**src/hdl/rn_pkg.sv**
```systemverilog
package rn_pkg;

  localparam int WIDTH = 32;
  localparam int MAG_W = WIDTH - 1;
  localparam int CNT_W = $clog2(MAG_W);

  typedef enum logic [2:0] {
    ST_IDLE,
    ST_GCD_TEST,
    ST_GCD_WAIT,
    ST_NUM_WAIT,
    ST_DEN_WAIT,
    ST_OUT
  } rn_state_t;

  typedef enum logic [1:0] {
    DSEL_GCD,
    DSEL_NUM,
    DSEL_DEN
  } rn_dsel_t;

  typedef struct packed {
    logic     load;
    logic     div_start;
    rn_dsel_t div_sel;
    logic     gcd_step;
    logic     store_qn;
    logic     store_qd;
  } rn_cmd_t;

  typedef struct packed {
    logic y_zero;
    logic div_done;
  } rn_status_t;

endpackage

```
**src/hdl/rn_div.sv**
```systemverilog
module rn_div (
  input  logic                    clk,
  input  logic                    rst,
  input  logic                    start,
  input  logic [rn_pkg::MAG_W-1:0] dividend,
  input  logic [rn_pkg::MAG_W-1:0] divisor,
  output logic                    done,
  output logic [rn_pkg::MAG_W-1:0] quotient,
  output logic [rn_pkg::MAG_W-1:0] remainder
);

  logic [rn_pkg::MAG_W-1:0] rem;
  logic [rn_pkg::MAG_W-1:0] quo;
  logic [rn_pkg::MAG_W-1:0] dvs;
  logic [rn_pkg::CNT_W-1:0] cnt;
  logic                     run;
  logic [rn_pkg::MAG_W:0]   trial;
  logic [rn_pkg::MAG_W:0]   diff;
  logic                     fits;

  // restoring division, one quotient bit per cycle
  assign trial = {rem, quo[rn_pkg::MAG_W-1]};
  assign diff  = trial - {1'b0, dvs};
  assign fits  = trial >= {1'b0, dvs};

  always_ff @(posedge clk) begin
    if (rst) begin
      run  <= 1'b0;
      done <= 1'b0;
    end else begin
      done <= run && (cnt == '0);
      if (start) begin
        run <= 1'b1;
      end else if (run && (cnt == '0)) begin
        run <= 1'b0;
      end
    end
  end

  always_ff @(posedge clk) begin
    if (start) begin
      rem <= '0;
      quo <= dividend;
      dvs <= divisor;
      cnt <= rn_pkg::CNT_W'(rn_pkg::MAG_W - 1);
    end else if (run) begin
      rem <= fits ? diff[rn_pkg::MAG_W-1:0] : trial[rn_pkg::MAG_W-1:0];
      quo <= {quo[rn_pkg::MAG_W-2:0], fits};
      cnt <= cnt - 1'b1;
    end
  end

  assign quotient  = quo;
  assign remainder = rem;

endmodule

```
**src/hdl/rn_datapath.sv**
```systemverilog
module rn_datapath (
  input  logic                     clk,
  input  logic                     rst,
  input  rn_pkg::rn_cmd_t          cmd,
  output rn_pkg::rn_status_t       status,
  input  logic signed [rn_pkg::WIDTH-1:0] num_in,
  input  logic signed [rn_pkg::WIDTH-1:0] den_in,
  output logic signed [rn_pkg::WIDTH-1:0] num_out,
  output logic [rn_pkg::MAG_W-1:0] den_out,
  output logic                     den_was_zero
);

  logic [rn_pkg::MAG_W-1:0] x, y, nmag, dmag, qn, qd;
  logic                     nneg, dneg, zflag;
  logic [rn_pkg::WIDTH-1:0] nabs, dabs;
  logic [rn_pkg::MAG_W-1:0] nsat, dsat;
  logic [rn_pkg::MAG_W-1:0] div_a, div_b;
  logic                     div_done;
  logic [rn_pkg::MAG_W-1:0] div_q, div_r;
  logic                     neg;
  logic [rn_pkg::WIDTH-1:0] qn_ext;

  // magnitudes, most negative value saturated
  assign nabs = num_in[rn_pkg::WIDTH-1] ? (~num_in + 1'b1) : num_in;
  assign dabs = den_in[rn_pkg::WIDTH-1] ? (~den_in + 1'b1) : den_in;
  assign nsat = nabs[rn_pkg::WIDTH-1] ? '1 : nabs[rn_pkg::MAG_W-1:0];
  assign dsat = dabs[rn_pkg::WIDTH-1] ? '1 : dabs[rn_pkg::MAG_W-1:0];

  always_comb begin
    unique case (cmd.div_sel)
      rn_pkg::DSEL_GCD: begin
        div_a = x;
        div_b = y;
      end
      rn_pkg::DSEL_NUM: begin
        div_a = nmag;
        div_b = x;
      end
      rn_pkg::DSEL_DEN: begin
        div_a = dmag;
        div_b = x;
      end
      default: begin
        div_a = x;
        div_b = y;
      end
    endcase
  end

  rn_div u_div (
    .clk       (clk),
    .rst       (rst),
    .start     (cmd.div_start),
    .dividend  (div_a),
    .divisor   (div_b),
    .done      (div_done),
    .quotient  (div_q),
    .remainder (div_r)
  );

  always_ff @(posedge clk) begin
    if (cmd.load) begin
      nmag  <= nsat;
      nneg  <= num_in[rn_pkg::WIDTH-1];
      x     <= nsat;
      zflag <= (dsat == '0);
      if (dsat == '0) begin
        dmag <= rn_pkg::MAG_W'(1);
        y    <= rn_pkg::MAG_W'(1);
        dneg <= 1'b0;
      end else begin
        dmag <= dsat;
        y    <= dsat;
        dneg <= den_in[rn_pkg::WIDTH-1];
      end
    end else if (cmd.gcd_step) begin
      x <= y;
      y <= div_r;
    end
    if (cmd.store_qn) begin
      qn <= div_q;
    end
    if (cmd.store_qd) begin
      qd <= div_q;
    end
  end

  assign status.y_zero   = (y == '0);
  assign status.div_done = div_done;

  assign neg          = (nneg != dneg) && (qn != '0);
  assign qn_ext       = {1'b0, qn};
  assign num_out      = neg ? (~qn_ext + 1'b1) : qn_ext;
  assign den_out      = qd;
  assign den_was_zero = zflag;

endmodule

```
**src/hdl/rn_ctrl.sv**
```systemverilog
module rn_ctrl (
  input  logic               clk,
  input  logic               rst,
  input  logic               start,
  input  rn_pkg::rn_status_t status,
  output rn_pkg::rn_cmd_t    cmd,
  output logic               busy,
  output logic               done
);

  rn_pkg::rn_state_t state, state_next;

  always_ff @(posedge clk) begin
    if (rst) begin
      state <= rn_pkg::ST_IDLE;
    end else begin
      state <= state_next;
    end
  end

  always_comb begin
    state_next = state;
    cmd        = '0;
    cmd.div_sel = rn_pkg::DSEL_GCD;
    busy       = 1'b1;
    done       = 1'b0;
    unique case (state)
      rn_pkg::ST_IDLE: begin
        busy = 1'b0;
        if (start) begin
          cmd.load   = 1'b1;
          state_next = rn_pkg::ST_GCD_TEST;
        end
      end
      rn_pkg::ST_GCD_TEST: begin
        cmd.div_start = 1'b1;
        if (status.y_zero) begin
          cmd.div_sel = rn_pkg::DSEL_NUM;
          state_next  = rn_pkg::ST_NUM_WAIT;
        end else begin
          state_next = rn_pkg::ST_GCD_WAIT;
        end
      end
      rn_pkg::ST_GCD_WAIT: begin
        if (status.div_done) begin
          cmd.gcd_step = 1'b1;
          state_next   = rn_pkg::ST_GCD_TEST;
        end
      end
      rn_pkg::ST_NUM_WAIT: begin
        if (status.div_done) begin
          cmd.store_qn  = 1'b1;
          cmd.div_start = 1'b1;
          cmd.div_sel   = rn_pkg::DSEL_DEN;
          state_next    = rn_pkg::ST_DEN_WAIT;
        end
      end
      rn_pkg::ST_DEN_WAIT: begin
        if (status.div_done) begin
          cmd.store_qd = 1'b1;
          state_next   = rn_pkg::ST_OUT;
        end
      end
      rn_pkg::ST_OUT: begin
        done       = 1'b1;
        state_next = rn_pkg::ST_IDLE;
      end
      default: begin
        state_next = rn_pkg::ST_IDLE;
      end
    endcase
  end

`ifndef ASSERT_OFF
  a_done_wait: assert property (@(posedge clk) disable iff (rst)
    status.div_done |-> (state == rn_pkg::ST_GCD_WAIT || state == rn_pkg::ST_NUM_WAIT ||
                         state == rn_pkg::ST_DEN_WAIT))
    else $error("divider finished outside a wait state");
  a_accept_busy: assert property (@(posedge clk) disable iff (rst)
    (start && !busy) |=> busy)
    else $error("transaction accepted but block not busy");
  a_done_single: assert property (@(posedge clk) disable iff (rst)
    done |=> (!done && !busy))
    else $error("result strobe longer than one cycle");
  a_store_qd: assert property (@(posedge clk) disable iff (rst)
    cmd.store_qd |=> done)
    else $error("result not presented after last division");
`endif

endmodule

```
**src/hdl/rational_normalizer.sv**
```systemverilog
// Reduces a signed fraction num_in/den_in to lowest terms. A transaction is
// taken when start is high and busy is low; the result appears for exactly one
// cycle with done high and must be captured then, as it cannot be held off.
// A zero denominator is treated as one and flags den_was_zero; the sign goes to
// num_out and den_out is always positive. Work is done by one shared
// bit-serial divider (one quotient bit per cycle): each Euclid remainder
// step is one division, then the two final divisions by the gcd give the
// reduced magnitudes, and a last state shows them with done high; busy stays
// high for the whole transaction, and the number of Euclid steps runs from
// 1 up to about 45 for 31-bit values.
module rational_normalizer (
  input  logic                            clk,
  input  logic                            rst,
  input  logic                            start,
  output logic                            busy,
  input  logic signed [rn_pkg::WIDTH-1:0] num_in,
  input  logic signed [rn_pkg::WIDTH-1:0] den_in,
  output logic                            done,
  output logic signed [rn_pkg::WIDTH-1:0] num_out,
  output logic [rn_pkg::MAG_W-1:0]        den_out,
  output logic                            den_was_zero
);

  rn_pkg::rn_cmd_t    cmd;
  rn_pkg::rn_status_t status;

  rn_ctrl u_ctrl (
    .clk    (clk),
    .rst    (rst),
    .start  (start),
    .status (status),
    .cmd    (cmd),
    .busy   (busy),
    .done   (done)
  );

  rn_datapath u_dp (
    .clk          (clk),
    .rst          (rst),
    .cmd          (cmd),
    .status       (status),
    .num_in       (num_in),
    .den_in       (den_in),
    .num_out      (num_out),
    .den_out      (den_out),
    .den_was_zero (den_was_zero)
  );

endmodule

```
**config.mk**
```make
export PLATFORM = sky130hd
export DESIGN_NAME = rational_normalizer
export DESIGN_NICKNAME = d
export VERILOG_FILES = /design/src/hdl/rn_pkg.sv /design/src/hdl/rn_div.sv /design/src/hdl/rn_datapath.sv /design/src/hdl/rn_ctrl.sv /design/src/hdl/rational_normalizer.sv
export SDC_FILE = /design/constraint.sdc
export NUM_CORES = 1
export LEC_CHECK = 0
export BUFFER_PORTS_ARGS = -buffer_cell sky130_fd_sc_hd__buf_2
export CORE_ASPECT_RATIO = 1.5
export CORE_MARGIN = 10
export CORE_UTILIZATION = 40
export CTS_CLUSTER_DIAMETER = 80
export DETAILED_ROUTE_END_ITERATION = 12
export PLACE_DENSITY = 0.59
export RECOVER_POWER = 25
export REMOVE_ABC_BUFFERS = 1
export SETUP_SLACK_MARGIN = 0.5
export SYNTH_ARGS = -nofsm -noshare
export SYNTH_HDL_FRONTEND = slang
export SYNTH_SLANG_ARGS = --single-unit
```
**constraint.sdc**
```tcl
create_clock -name clk -period 9.02 [get_ports clk]
set_input_delay 0.451 -clock clk [delete_from_list [all_inputs] [get_ports clk]]
set_output_delay 0.451 -clock clk [all_outputs]
set_load 0.05 [all_outputs]
```
==> impl_metrics.ini <==
[clock_network]
tritoncts = yes
htree_num_levels = 1
cts_buffer_depth = 3
cts-buffers-inserted = 27
cts_resized = 0
clk_pin_slew_worst_paths_ns = 0.06
cts.sinks = 292
cts.root.buffer_cell = clkbuf_16
cts_setup_buffers = 0
insertion_delay_ns = 0.55
cts_hold_buf = 0

[worst_setup_path]
crit_path_max_fanout = 22
cp-start-kind = flop
crit_type = flop to output pin
crit_slowest_cell = or4_1
crit_top_cell = or3_1
worstPathArrival_ns = 3.91
cp.required_ns = 8.57
cp_cell_sequence = or4_1 > or3_1 > or3_1 > nor2b_1 > nand2_1 > nor2_1 > a21oi_1 > buf_4 > o31ai_1 > xnor2_1 > buf_2
crit_path_end_kind = output pin
max_stage_delay_ns = 0.58

[final_layout]
syn_to_final_growth_pct = 12.8
stdcell_count = 2179
drive_gt1_share_pct = 14.7
nets = 1764
final_core_util_pct = 45.5
antenna_cells = 0

[die]
die_h_um = 264
die_w_um = 183
core-area_um2 = 39300
dieArea_um2 = 48100
start_util_pct = 40.3
rows = 89
ios = 133

[drt]
first_iter_violations = 904
vias_per_cell = 5.56
ant_nets = 0
wire_per_inst_um = 20.5
first_pass_iters = 5
drt-total-wl_um = 44600
vias = 12113
drc = 0

[yosys]
yosys.area.top_type = edfxtp_1
yosysMostFrequentCell = edfxtp_1
async_flop_share_pct = 0
yosysUniqueCellTypes = 67
synthTopCellsByCount = 251 x edfxtp_1, 183 x nand2_1, 144 x nor2_1, 120 x o21ai_0, 106 x a21oi_1
synthCells = 1557
netlist_area_um2 = 15800
synthFlopType = edfxtp_1
ys_ff_latch = 292
yosysSeqAreaShare_pct = 52.7
synth.top_cell.area_share_pct = 47.6
syn_avg_cell_area_um2 = 10.2
synth_warnings = 0
synth-edff-count = 251
synth_area_leaders = edfxtp_1 48%, dfxtp_1 5.2%, nand2_1 4.3%, mux2_2 4.0%, o21ai_0 3.8%

[place]
dpl.hpwl_um = 33800
dp.cells = 2130
gp_congestion = 0.886
portBuffers = 132

[sta]
max_freq_ghz = 0.230
max_slew_margin_pct = -80.4
fin_tns_setup_ns = 0
drv_slew = 124
hold_viol_final = 0
fin_crit_sh_pct = 48.3
grt_setup_unrepaired = no
report.final.setup_viol = 0
tightestPinTransition_ns = 2.71
fin_skew_ns = 0.0145
min_period_ns = 4.36

[global_routing]
grt_start_max_net_pins = 80
grt_pass1_vias = 12209
track_usage_pct = 17.9
grt_pass1_wl_um = 69800
grt-ovfl-total = 0
antenna_found_initial = 0

[power_and_ir_drop]
peakVddDrop_uv = 128
p_leak_uw = 0.00658
powerDensity_nw_per_um2 = 238

[run_status]
status = finished with violations
violations = capacitance limit, slew limit

[hold_path]
hold_path.class = primary input to flop

[flow_run]
drv_cap = 3
[metal layers]
metal	vias up	wire (µm)	track usage, %
li1	5938	-	-
met1	5758	19300	22.8
met2	351	21800	30.8
met3	66	2320	2.33
met4	0	1200	5.73
met5	-	0	0
[where the power goes]
| group | internal, µW | switching, µW |
|---|---|---|
| clock network | 669 | 491 |
| logic | 492 | 769 |
| registers | 1690 | 150 |
| total | 2850 | 1410 |
[area by class of cell]
class	count	area, µm²
fill	3749	21400
sequential	292	8360
multi-input combinational	1113	6960
timing repair buffer	154	774
clock buffer	37	713
tap	500	626
inverter	71	269
clock inverter	12	169
[kinds of logic after synthesis]
kind of cell | synth area share [%]
buf+inv | 3.63
flops | 52.7
fa+ha+maj | 3.05
compound gates | 16.1
simple gates | 14.7
xor+xnor | 4.70
mux | 5.05
[stage by stage]
stage / setup slack [ns] / total power, µW / hold slack (ns) / area (µm²)
global placement: 4.57 / 3090 / 0.471 / 17000
detailed placement: 4.53 / 3110 / 0.481 / 17000
floorplan: 3.72 / 2740 / 0.445 / 15500
finish: 4.66 / 4260 / 0.148 / 17900
global route: 4.36 / 4490 / 0.145 / 17900
CTS: 4.48 / 4280 / 0.132 / 17900
[worst paths after layout]
path / start / to / slack [ns] / cells after the start
setup / recovery: u_dp.qn[7] / num_out[3] / 4.66 / 11
hold / removal: rst / u_dp.u_div.run / 0.15 / 2
setup reg to reg: u_dp.y[29] / u_dp.u_div.quotient[0] / 4.72 / 8
hold reg to reg: u_dp.u_div.quotient[16] / u_dp.qn[16] / 0.49 / 0
[registers in the layout, summed over array words and instances (netlist names)]
name	count
u_dp.x	31
u_dp.u_div.dvs	31
u_dp.dneg	1
u_dp.y	31
u_dp.nmag	31
u_ctrl.state	3
u_dp.den_out	31
u_dp.u_div.remainder	31
u_dp.den_was_zero	1
u_dp.u_div.run	1
u_dp.dmag	31
u_dp.u_div.cnt	5
u_dp.qn	31
u_dp.u_div.quotient	31
u_dp.nneg	1
u_dp.u_div.done	1
[cells in the final DEF (no fill, tap or decap), drive strengths merged, types with 4 or more instances in the layout]
master / n
a211oi: 19
a21o: 15
a21oi: 106
a22oi: 31
a31oi: 33
and3: 6
buf: 121
bufinv: 4
clkbuf: 70
clkinv: 8
dfxtp: 41
edfxtp: 251
ha: 37
inv: 69
mux2: 56
mux2i: 17
nand2: 183
nand2b: 13
nand3: 27
nand3b: 7
nand4: 8
nor2: 144
nor2b: 8
nor3: 34
nor4: 18
o211ai: 4
o21a: 9
o21ai: 124
o22a: 7
o22ai: 5
o31ai: 20
o41ai: 11
or2: 12
or3: 14
or4: 12
xnor2: 48
xor2: 37
[critical path: cells and delay by family (launching register included)]
family	cells	cell delay (ns)
XOR/XNOR	1	0.18
buffers and inverters	2	0.55
flip-flops	1	0.45
AND/OR/NAND/NOR	6	1.95
AO/OA/AOI/OAI	2	0.21
Note: power is estimated with default switching activity, not from simulation.
